**src/sv/rpwt_pkg.sv**
```systemverilog
// ----------------------------------------------------------------------------
// rpwt_pkg
// Shared widths, payload types, register codes and fixed-point helpers for the
// camera-to-world pose transform.
// ----------------------------------------------------------------------------
package rpwt_pkg;

  // field formats: rotation Q2.14, position Q16.16
  localparam int ROT_WIDTH   = 16;
  localparam int POS_WIDTH   = 32;
  localparam int ROT_FRAC    = ROT_WIDTH - 2;
  localparam int ROW_BITS    = 3 * ROT_WIDTH;
  localparam int CFG_WIDTH   = (ROW_BITS > POS_WIDTH) ? ROW_BITS : POS_WIDTH;
  localparam int CFG_IDX_WIDTH = 3;

  // internal widths
  localparam int RPROD_WIDTH = 2 * ROT_WIDTH;
  localparam int PPROD_WIDTH = ROT_WIDTH + POS_WIDTH;
  localparam int RRND_WIDTH  = RPROD_WIDTH - ROT_FRAC;
  localparam int PRND_WIDTH  = PPROD_WIDTH - ROT_FRAC;
  localparam int RACC_WIDTH  = RRND_WIDTH + 2;
  localparam int PACC_WIDTH  = PRND_WIDTH + 2;

  localparam int ROT_ONE  = 1 << ROT_FRAC;
  localparam int RND_HALF = 1 << (ROT_FRAC - 1);

  // identity rotation after reset
  localparam logic [ROW_BITS-1:0] ROW0_RESET = ROW_BITS'(ROT_ONE);
  localparam logic [ROW_BITS-1:0] ROW1_RESET = ROW0_RESET << ROT_WIDTH;
  localparam logic [ROW_BITS-1:0] ROW2_RESET = ROW0_RESET << (2 * ROT_WIDTH);

  typedef enum logic [CFG_IDX_WIDTH-1:0] {
    CFG_ROT_ROW0 = 3'd0,
    CFG_ROT_ROW1 = 3'd1,
    CFG_ROT_ROW2 = 3'd2,
    CFG_TRANS_X  = 3'd3,
    CFG_TRANS_Y  = 3'd4,
    CFG_TRANS_Z  = 3'd5
  } cfg_reg_e;

  typedef logic signed [ROT_WIDTH-1:0]   rot_t;
  typedef logic signed [POS_WIDTH-1:0]   pos_t;
  typedef logic signed [RPROD_WIDTH-1:0] rprod_t;
  typedef logic signed [PPROD_WIDTH-1:0] pprod_t;
  typedef logic signed [RRND_WIDTH-1:0]  rrnd_t;
  typedef logic signed [PRND_WIDTH-1:0]  prnd_t;
  typedef logic signed [RACC_WIDTH-1:0]  racc_t;
  typedef logic signed [PACC_WIDTH-1:0]  pacc_t;

  // camera rotation, indexed [row][column]
  typedef rot_t [2:0][2:0] cmat_t;
  typedef pos_t [2:0]      tvec_t;

  typedef struct packed {
    logic signed [ROT_WIDTH-1:0] in_r00;
    logic signed [ROT_WIDTH-1:0] in_r01;
    logic signed [ROT_WIDTH-1:0] in_r02;
    logic signed [ROT_WIDTH-1:0] in_r10;
    logic signed [ROT_WIDTH-1:0] in_r11;
    logic signed [ROT_WIDTH-1:0] in_r12;
    logic signed [ROT_WIDTH-1:0] in_r20;
    logic signed [ROT_WIDTH-1:0] in_r21;
    logic signed [ROT_WIDTH-1:0] in_r22;
    logic signed [POS_WIDTH-1:0] in_px;
    logic signed [POS_WIDTH-1:0] in_py;
    logic signed [POS_WIDTH-1:0] in_pz;
  } pose_in_t;

  typedef struct packed {
    logic signed [ROT_WIDTH-1:0] out_r00;
    logic signed [ROT_WIDTH-1:0] out_r01;
    logic signed [ROT_WIDTH-1:0] out_r02;
    logic signed [ROT_WIDTH-1:0] out_r10;
    logic signed [ROT_WIDTH-1:0] out_r11;
    logic signed [ROT_WIDTH-1:0] out_r12;
    logic signed [ROT_WIDTH-1:0] out_r20;
    logic signed [ROT_WIDTH-1:0] out_r21;
    logic signed [ROT_WIDTH-1:0] out_r22;
    logic signed [POS_WIDTH-1:0] out_px;
    logic signed [POS_WIDTH-1:0] out_py;
    logic signed [POS_WIDTH-1:0] out_pz;
  } pose_out_t;

  // raw products: rot[i][j][k] = C[i][k]*R[k][j], pos[i][k] = C[i][k]*P[k]
  typedef struct packed {
    rprod_t [2:0][2:0][2:0] rot;
    pprod_t [2:0][2:0]      pos;
  } prod_t;

  // products rounded to the output fraction bits
  typedef struct packed {
    rrnd_t [2:0][2:0][2:0] rot;
    prnd_t [2:0][2:0]      pos;
  } rnd_t;

  function automatic rprod_t mul_rot(rot_t a, rot_t b);
    rprod_t ax;
    rprod_t bx;
    ax = RPROD_WIDTH'(a);
    bx = RPROD_WIDTH'(b);
    return ax * bx;
  endfunction

  function automatic pprod_t mul_pos(rot_t a, pos_t b);
    pprod_t ax;
    pprod_t bx;
    ax = PPROD_WIDTH'(a);
    bx = PPROD_WIDTH'(b);
    return ax * bx;
  endfunction

  // add half an LSB, then floor: ties go toward plus infinity
  function automatic rrnd_t rnd_rot(rprod_t p);
    rprod_t t;
    t = p + RPROD_WIDTH'(RND_HALF);
    return t[RPROD_WIDTH-1:ROT_FRAC];
  endfunction

  function automatic prnd_t rnd_pos(pprod_t p);
    pprod_t t;
    t = p + PPROD_WIDTH'(RND_HALF);
    return t[PPROD_WIDTH-1:ROT_FRAC];
  endfunction

  function automatic racc_t sum_rot(rrnd_t a, rrnd_t b, rrnd_t c);
    return RACC_WIDTH'(a) + RACC_WIDTH'(b) + RACC_WIDTH'(c);
  endfunction

  function automatic pacc_t sum_pos(prnd_t a, prnd_t b, prnd_t c, pos_t t);
    return PACC_WIDTH'(a) + PACC_WIDTH'(b) + PACC_WIDTH'(c) + PACC_WIDTH'(t);
  endfunction

  // clamp to the signed range of the field
  function automatic rot_t sat_rot(racc_t v);
    logic ovf;
    ovf = (v[RACC_WIDTH-1:ROT_WIDTH-1] != {(RACC_WIDTH-ROT_WIDTH+1){v[RACC_WIDTH-1]}});
    if (!ovf) begin
      return v[ROT_WIDTH-1:0];
    end
    return v[RACC_WIDTH-1] ? {1'b1, {(ROT_WIDTH-1){1'b0}}} : {1'b0, {(ROT_WIDTH-1){1'b1}}};
  endfunction

  function automatic pos_t sat_pos(pacc_t v);
    logic ovf;
    ovf = (v[PACC_WIDTH-1:POS_WIDTH-1] != {(PACC_WIDTH-POS_WIDTH+1){v[PACC_WIDTH-1]}});
    if (!ovf) begin
      return v[POS_WIDTH-1:0];
    end
    return v[PACC_WIDTH-1] ? {1'b1, {(POS_WIDTH-1){1'b0}}} : {1'b0, {(POS_WIDTH-1){1'b1}}};
  endfunction

endpackage

```
**src/sv/rpwt_acc.sv**
```systemverilog
// ----------------------------------------------------------------------------
// rpwt_acc
// Third pipeline stage and output register: adds the three rounded products
// (and the translation for a position), then saturates to the field range.
// ----------------------------------------------------------------------------
module rpwt_acc (
  input  logic                clk,
  input  logic                rst,
  input  logic                rnd_valid,
  output logic                rnd_ready,
  input  rpwt_pkg::rnd_t      rnd,
  input  rpwt_pkg::tvec_t     cam_trans,
  output logic                out_valid,
  input  logic                out_ready,
  output rpwt_pkg::pose_out_t out_pose
);
  import rpwt_pkg::*;

  rot_t      rot_o [3][3];
  pos_t      pos_o [3];
  pose_out_t out_next;
  logic      stage_ready;

  // sum and clamp each output entry
  always_comb begin
    for (int i = 0; i < 3; i++) begin
      for (int j = 0; j < 3; j++) begin
        rot_o[i][j] = sat_rot(sum_rot(rnd.rot[i][j][0], rnd.rot[i][j][1],
                                      rnd.rot[i][j][2]));
      end
      pos_o[i] = sat_pos(sum_pos(rnd.pos[i][0], rnd.pos[i][1], rnd.pos[i][2],
                                 cam_trans[i]));
    end
  end

  always_comb begin
    out_next.out_r00 = rot_o[0][0];
    out_next.out_r01 = rot_o[0][1];
    out_next.out_r02 = rot_o[0][2];
    out_next.out_r10 = rot_o[1][0];
    out_next.out_r11 = rot_o[1][1];
    out_next.out_r12 = rot_o[1][2];
    out_next.out_r20 = rot_o[2][0];
    out_next.out_r21 = rot_o[2][1];
    out_next.out_r22 = rot_o[2][2];
    out_next.out_px  = pos_o[0];
    out_next.out_py  = pos_o[1];
    out_next.out_pz  = pos_o[2];
  end

  // output register: hold the word until it is taken
  assign stage_ready = !out_valid || out_ready;
  assign rnd_ready   = stage_ready;

  always_ff @(posedge clk) begin
    if (rst) begin
      out_valid <= 1'b0;
    end else if (stage_ready) begin
      out_valid <= rnd_valid;
    end
  end

  always_ff @(posedge clk) begin
    if (rnd_valid && stage_ready) begin
      out_pose <= out_next;
    end
  end

endmodule
```
**config.mk**
```make
export PLATFORM = sky130hd
export DESIGN_NAME = rpwt_acc
export DESIGN_NICKNAME = d
export VERILOG_FILES = /design/src/sv/rpwt_pkg.sv /design/src/sv/rpwt_acc.sv
export SDC_FILE = /design/constraint.sdc
export NUM_CORES = 1
export LEC_CHECK = 0
export BUFFER_PORTS_ARGS = -buffer_cell sky130_fd_sc_hd__buf_4
export CORE_AREA = 5 5 441 443
export CTS_CLUSTER_SIZE = 14
export DETAILED_ROUTE_END_ITERATION = 6
export DIE_AREA = 0 0 446 448
export SKIP_LAST_GASP = 1
export SLEW_MARGIN = 20
export SYNTH_ARGS = -nofsm -noshare
export SYNTH_HDL_FRONTEND = slang
export SYNTH_SLANG_ARGS = --single-unit
```
**constraint.sdc**
```tcl
create_clock -name clk -period 8.65 [get_ports clk]
set_clock_uncertainty 0.15 [all_clocks]
set_input_delay 0.865 -clock clk [delete_from_list [all_inputs] [get_ports clk]]
set_output_delay 0.865 -clock clk [all_outputs]
set_load 0.005 [all_outputs]
```
==> results of run 1 <==
-- worst paths after layout --
path,endpoint,start,cells past startpoint,slack [ps]
hold / removal,out_valid$_SDFFE_PP0N_,rst,2,330
setup reg to reg,out_pose[181]$_DFFE_PP_,out_valid$_SDFFE_PP0N_,4,5720
setup / recovery,out_pose[26]$_DFFE_PP_,rnd[205],16,2940
hold reg to reg,out_valid$_SDFFE_PP0N_,out_valid$_SDFFE_PP0N_,2,680
-- stage by stage --
step | hold WS, ps | util [%] | instance area (µm²)
after floorplan | 372.5 | - | 31970
after global placement | 760.5 | 22.97 | 43540
after detailed placement | 737.1 | 22.97 | 43540
after CTS | 272.2 | 23.66 | 44860
after global routing | 273.8 | 23.68 | 44900
final | 333.7 | 23.69 | 44910
-- routing by layer --
metal / routed length, µm / share of wire, % / vias to the layer above
met4: 4625 / 3.1 / 4
met1: 57260 / 38 / 14350
met2: 79490 / 53 / 970
met5: 23 / 0.015 / -
li1: - / - / 13800
met3: 9282 / 6.2 / 151
-- where the power goes --
group | internal [µW] | total [µW] | switching [µW]
clock | 1030 | 1700 | 679
sequential | 2030 | 2190 | 162
combinational | 2900 | 6910 | 4020
total | 5960 | 10800 | 4860
-- registers in the layout, indices dropped and copies added (netlist names) --
signal,flops
out_valid,1
out_pose,240
-- cell usage in the layout (no fill, tap or decap), types with 7 or more instances in the layout --
cell type	Yosys	routed
a211o_1	9	9
a211oi_1	29	29
a21boi_0	10	9
a21o_1	163	163
a21oi_1	276	276
a311oi_1	9	8
a31o_2	11	11
a31oi_1	34	33
and2_1	19	18
and3_1	20	20
buf_4	2	1145
bufinv_16	0	7
clkbuf_16	0	38
diode_2	0	10
edfxtp_1	240	240
fa_1	378	378
ha_1	267	267
inv_1	727	727
nand2_1	130	130
nand2b_1	30	30
nand3_1	50	50
nand4_1	17	17
nor2_1	118	118
nor2b_1	26	26
nor3_1	52	52
o211ai_1	28	28
o21a_1	48	48
o21ai_0	206	206
o21ai_1	11	11
o21bai_1	29	29
o221ai_1	7	7
o31ai_1	23	22
or2_2	10	10
or3_1	20	20
xnor2_1	116	116
xor2_1	102	102
-- final cells by class --
| cell class | count | area (µm²) | area share [%] |
|---|---|---|---|
| multi-input cells | 2364 | 21850 | 48.66 |
| well taps | 2511 | 3142 | 6.996 |
| clock buffers | 42 | 965.9 | 2.151 |
| clock inverters | 28 | 354.1 | 0.7885 |
| diodes | 10 | 25.02 | 0.05572 |
| flip-flops and latches | 241 | 7227 | 16.09 |
| repair buffers | 1146 | 8616 | 19.18 |
| inverters | 727 | 2729 | 6.076 |
-- logic make-up after synthesis --
| group | count (synthesis) | share of synthesized area (%) |
|---|---|---|
| buffers and inverters | 791 | 9.363 |
| adder cells (fa/ha/maj) | 645 | 34.12 |
| multiplexers | 2 | 0.06654 |
| flip-flops | 241 | 22.61 |
| XOR/XNOR | 218 | 5.973 |
| AND/OR/NAND/NOR | 527 | 8.165 |
| AO/OA/AOI/OAI | 972 | 19.70 |
-- worst max-delay path: cells and delay by family --
family | cells | cell delay [ps]
fa+ha+maj | 4 | 1640
buf+inv | 3 | 160
compound gates | 8 | 3060
simple gates | 1 | 190
==> results.sh, run 1 <==
export IMPL_outcome="finished clean"
export IMPL_async_flop_share_pct=0
export IMPL_grt_busiest_layer="met2"
export IMPL_cts_num_sinks=241
export IMPL_wl_per_cell_um=21.32
export IMPL_ys_top_cells_by_area="fa_1, edfxtp_1, ha_1"
export IMPL_place_inst=6989
export IMPL_totalWireLength_mm=150.7
export IMPL_finalHoldViolCount=0
export IMPL_ys_types=86
export IMPL_synth_top_area_share_pct=23.67
export IMPL_grt_overflow=0
export IMPL_cts_tree="done"
export IMPL_antenna_found_initial=26
export IMPL_cp_slowest_cell="o31ai_1"
export IMPL_worst_pin_slew_ps=1047
export IMPL_fp_dieH_um=448
export IMPL_groute_layer_met1_usage_pct=16.62
export IMPL_ant_nets=0
export IMPL_fin_setup_tns_ps=0
export IMPL_drc=0
export IMPL_synth_area_per_cell_um2=9.413
export IMPL_path_cells="buf_4 -> inv_1 -> fa_1 -> fa_1 -> inv_1 -> ha_1 -> fa_1 -> a21oi_1 -> o22ai_1 -> o31ai_1 -> o21ai_1 -> nand3_1 -> a21oi_1 -> o31ai_1 -> a41oi_4 -> a31o_2"
export IMPL_drt_first_pass_iters=5
export IMPL_place_port_buffers=1133
export IMPL_grt_total_usage_pct=14.42
export IMPL_slew_viol_final=0
export IMPL_fin_ws_ps=2940
export IMPL_dp_hpwl_mm=134.4
export IMPL_drv_cap=0
export IMPL_hp_class="input port to flip-flop"
export IMPL_cts_resized=0
export IMPL_postCtsSetupBuffers=0
export IMPL_htree_levels=2
export IMPL_period_minus_slack_ps=5710
export IMPL_synth_seq_cells=241
export IMPL_start_util_pct=16.86
export IMPL_fill_cells=20600
export IMPL_stdcell_count=7069
export IMPL_cp_max_fo=31
export IMPL_clock_root_buffer="clkbuf_16"
export IMPL_core_area_mm2=0.1896
export IMPL_postSynthCellCount=3396
export IMPL_rsz0062_at_grt="false"
export IMPL_power_uw=10810
export IMPL_drive_gt1_share_pct=27.59
export IMPL_cp_end_kind="flip-flop"
export IMPL_cts_hold_buf=0
export IMPL_critPathMostFrequentCell="fa_1"
export IMPL_slowest_delay_ps=690
export IMPL_fin_nets=6055
export IMPL_pin_count=1134
export IMPL_clock_path_buffers=3
export IMPL_grt_pass1_wl_mm=209.6
export IMPL_die_area_mm2=0.1998
export IMPL_cp_arrival_ps=5930
export IMPL_row_count=160
export IMPL_ys_warn_count=0
export IMPL_vdd_drop_max_v=0.0001288
export IMPL_period_share_pct=66.02
export IMPL_place_gp_congestion=0.9646
export IMPL_powerDensity_mw_per_mm2=240.8
export IMPL_fmax_ghz=0.1751
export IMPL_met3_usage_pct=3.070
export IMPL_yosysTopAreaCell="fa_1"
export IMPL_syn_num_nets=4933
export IMPL_grt_max_degree=130
export IMPL_synth_main_ff_cell="edfxtp_1"
export IMPL_vias_per_cell=4.141
export IMPL_setup_violations_final=0
export IMPL_synth_edf_count=240
export IMPL_insertion_delay_ps=600
export IMPL_ys_seq_area_share_pct=22.61
export IMPL_clk_pin_slew_worst_paths_ps=60
export IMPL_area_growth_pct=40.49
export IMPL_start_kind="input port"
export IMPL_grt_pass1_vias=30380
export IMPL_crit_required_ps=8870
export IMPL_grt_met2_usage_pct=26.51
export IMPL_syn_area_mm2=0.03197
export IMPL_drtIter0Drc=1564
export IMPL_vias=29270
export IMPL_p_leak_uw=0.02132
export IMPL_relSlewSlack_pct=29.31
export IMPL_numCtsBuffers=38
export IMPL_yosysMostFrequentCell="inv_1"
export IMPL_pre_cts_slack_ps=2303
export IMPL_crit_type="input port to flip-flop"
export IMPL_die_w_um=446
export IMPL_synthTopCellsByCount="inv_1, fa_1, a21oi_1"
No activity file was read; power rests on OpenSTA's default activity.
==> run 2, diff against run 1 <==
clock period = 5.7 ns   (was 8.65 ns; I/O delays follow)
==> results.sh, run 2 (synthesis results as in run 1) <==
export IMPL_place_inst=7035
export IMPL_start_kind="input port"
export IMPL_stdcell_count=7110
export IMPL_cp_arrival_ps=5120
export IMPL_grt_total_usage_pct=14.23
export IMPL_period_share_pct=86.69
export IMPL_whs_ps=115.6
export IMPL_ant_nets=0
export IMPL_setup_violations_final=0
export IMPL_grt_overflow=0
export IMPL_fin_nets=6099
export IMPL_htree_levels=2
export IMPL_postCtsSetupBuffers=0
export IMPL_place_gp_congestion=0.9764
export IMPL_grt_pass1_wl_mm=207.5
export IMPL_max_flop_register="out_pose"
export IMPL_outcome="finished clean"
export IMPL_fmax_ghz=0.2024
export IMPL_finalHoldViolCount=0
export IMPL_vdd_drop_max_v=0.0002206
export IMPL_totalWireLength_mm=150.1
export IMPL_clock_path_buffers=3
export IMPL_cp_max_fo=31
export IMPL_dp_hpwl_mm=134.2
export IMPL_power_switching_uw=7388
export IMPL_pin_count=1134
export IMPL_cp_slowest_cell="fa_1"
export IMPL_largest_register_ffs=240
export IMPL_top_regs="out_pose: 240 flops, out_valid: 1 flops"
export IMPL_slew_viol_final=0
export IMPL_final_common_cell="buf_4"
export IMPL_antenna_found_initial=24
export IMPL_wl_per_cell_um=21.10
export IMPL_fin_ws_ps=758.8
export IMPL_vias_per_cell=4.157
export IMPL_drc=0
export IMPL_final_cell_mix="buf_4, inv_1, fa_1"
export IMPL_pre_cts_slack_ps=136.9
export IMPL_p_leak_uw=0.02150
export IMPL_row_count=160
export IMPL_path_cells="buf_4 -> inv_1 -> fa_1 -> fa_1 -> inv_1 -> ha_1 -> fa_1 -> a21oi_1 -> o22ai_1 -> o31ai_1 -> buf_4 -> o21ai_1 -> a21bo_2 -> a21oi_1 -> xor2_1 -> buf_4 -> a41oi_4 -> a31o_2"
export IMPL_p_int_uw=9131
export IMPL_grt_pass1_vias=30430
export IMPL_drt_first_pass_iters=7
export IMPL_drive_gt1_share_pct=28.11
export IMPL_core_area_mm2=0.1896
export IMPL_drv_cap=0
export IMPL_hp_class="input port to flip-flop"
export IMPL_die_w_um=446
export IMPL_place_port_buffers=1133
export IMPL_clock_root_buffer="clkbuf_16"
export IMPL_fin_setup_tns_ps=0
export IMPL_p_seq_share_pct=20.1
export IMPL_drtIter0Drc=1912
export IMPL_period_minus_slack_ps=4941
export IMPL_cts_tree="done"
export IMPL_rsz0062_at_grt="false"
export IMPL_numCtsBuffers=35
export IMPL_start_util_pct=16.86
export IMPL_swShare_pct=44.72
export IMPL_crit_type="input port to flip-flop"
export IMPL_fill_cells=20600
export IMPL_powerDensity_mw_per_mm2=365.7
export IMPL_p_comb_share_pct=65.4
export IMPL_cp_end_kind="flip-flop"
export IMPL_insertion_delay_ps=580
export IMPL_fp_dieH_um=448
export IMPL_die_area_mm2=0.1998
export IMPL_area_growth_pct=41.31
export IMPL_clk_pin_slew_worst_paths_ps=60
export IMPL_worst_pin_slew_ps=1053
export IMPL_cts_num_sinks=241
export IMPL_vias=29550
export IMPL_slowest_delay_ps=490
export IMPL_relSlewSlack_pct=27.96
export IMPL_crit_required_ps=5880
export IMPL_grt_max_degree=72
export IMPL_clkPwrFrac_pct=14.5
[run 2: final timing paths]
check / from / to / slack [ps] / cells after the start
worst max register to register: out_valid$_SDFFE_PP0N_ / out_pose[195]$_DFFE_PP_ / 3110 / 3
worst min register to register: out_valid$_SDFFE_PP0N_ / out_valid$_SDFFE_PP0N_ / 750 / 2
worst min-delay path: rnd_valid / out_valid$_SDFFE_PP0N_ / 120 / 3
worst max-delay path: rnd[205] / out_pose[26]$_DFFE_PP_ / 760 / 18
[run 2: repair_timing]
item,4_1_cts,5_1_grt
hold endpoints to repair,1,0
hold buffers,1,0
resized for setup,0,0
[run 2: layout make-up]
| type | instances | area [µm²] | area share (%) |
|---|---|---|---|
| diodes | 10 | 25.02 | 0.05540 |
| clock buffers | 40 | 915.9 | 2.028 |
| clock inverters | 24 | 291.5 | 0.6454 |
| inverters | 727 | 2729 | 6.041 |
| multi-input cells | 2364 | 21810 | 48.30 |
| flip-flops and latches | 241 | 7227 | 16.00 |
| well taps | 2511 | 3142 | 6.955 |
| repair buffers | 1193 | 9025 | 19.98 |
[run 2: layer usage]
metal | vias to the layer above | GRT usage, % | part of all wire, %
li1 | 13880 | - | -
met1 | 14480 | 16.28 | 38
met2 | 1060 | 26.07 | 52
met3 | 138 | 2.626 | 6.2
met4 | 4 | 5.747 | 4.3
met5 | - | 0 | 0.018
[run 2: power by group through the flow]
stage               combinational, µW  clock, µW  sequential [µW]
floorplan                        5990          0             3380
global placement                10800          0             3360
detailed placement              10900          0             3360
CTS                             10900       2520             3340
global route                    11800       2560             3390
finish                          10800       2390             3330
[run 2: stage by stage]
stage	total power (µW)	area, µm²	util, %
2_1_floorplan	9366	31970	-
3_3_place_gp	14140	43920	23.16
3_5_place_dp	14220	43930	23.17
4_1_cts	16790	45140	23.81
5_1_grt	17730	45160	23.82
6_report	16520	45170	23.83
[run 2: worst max-delay path: cells and delay by family]
family	cells	cell delay (ps)
AO/OA/AOI/OAI	8	2060
buffers and inverters	5	550
adder cells (fa/ha/maj)	4	1640
XOR/XNOR	1	300
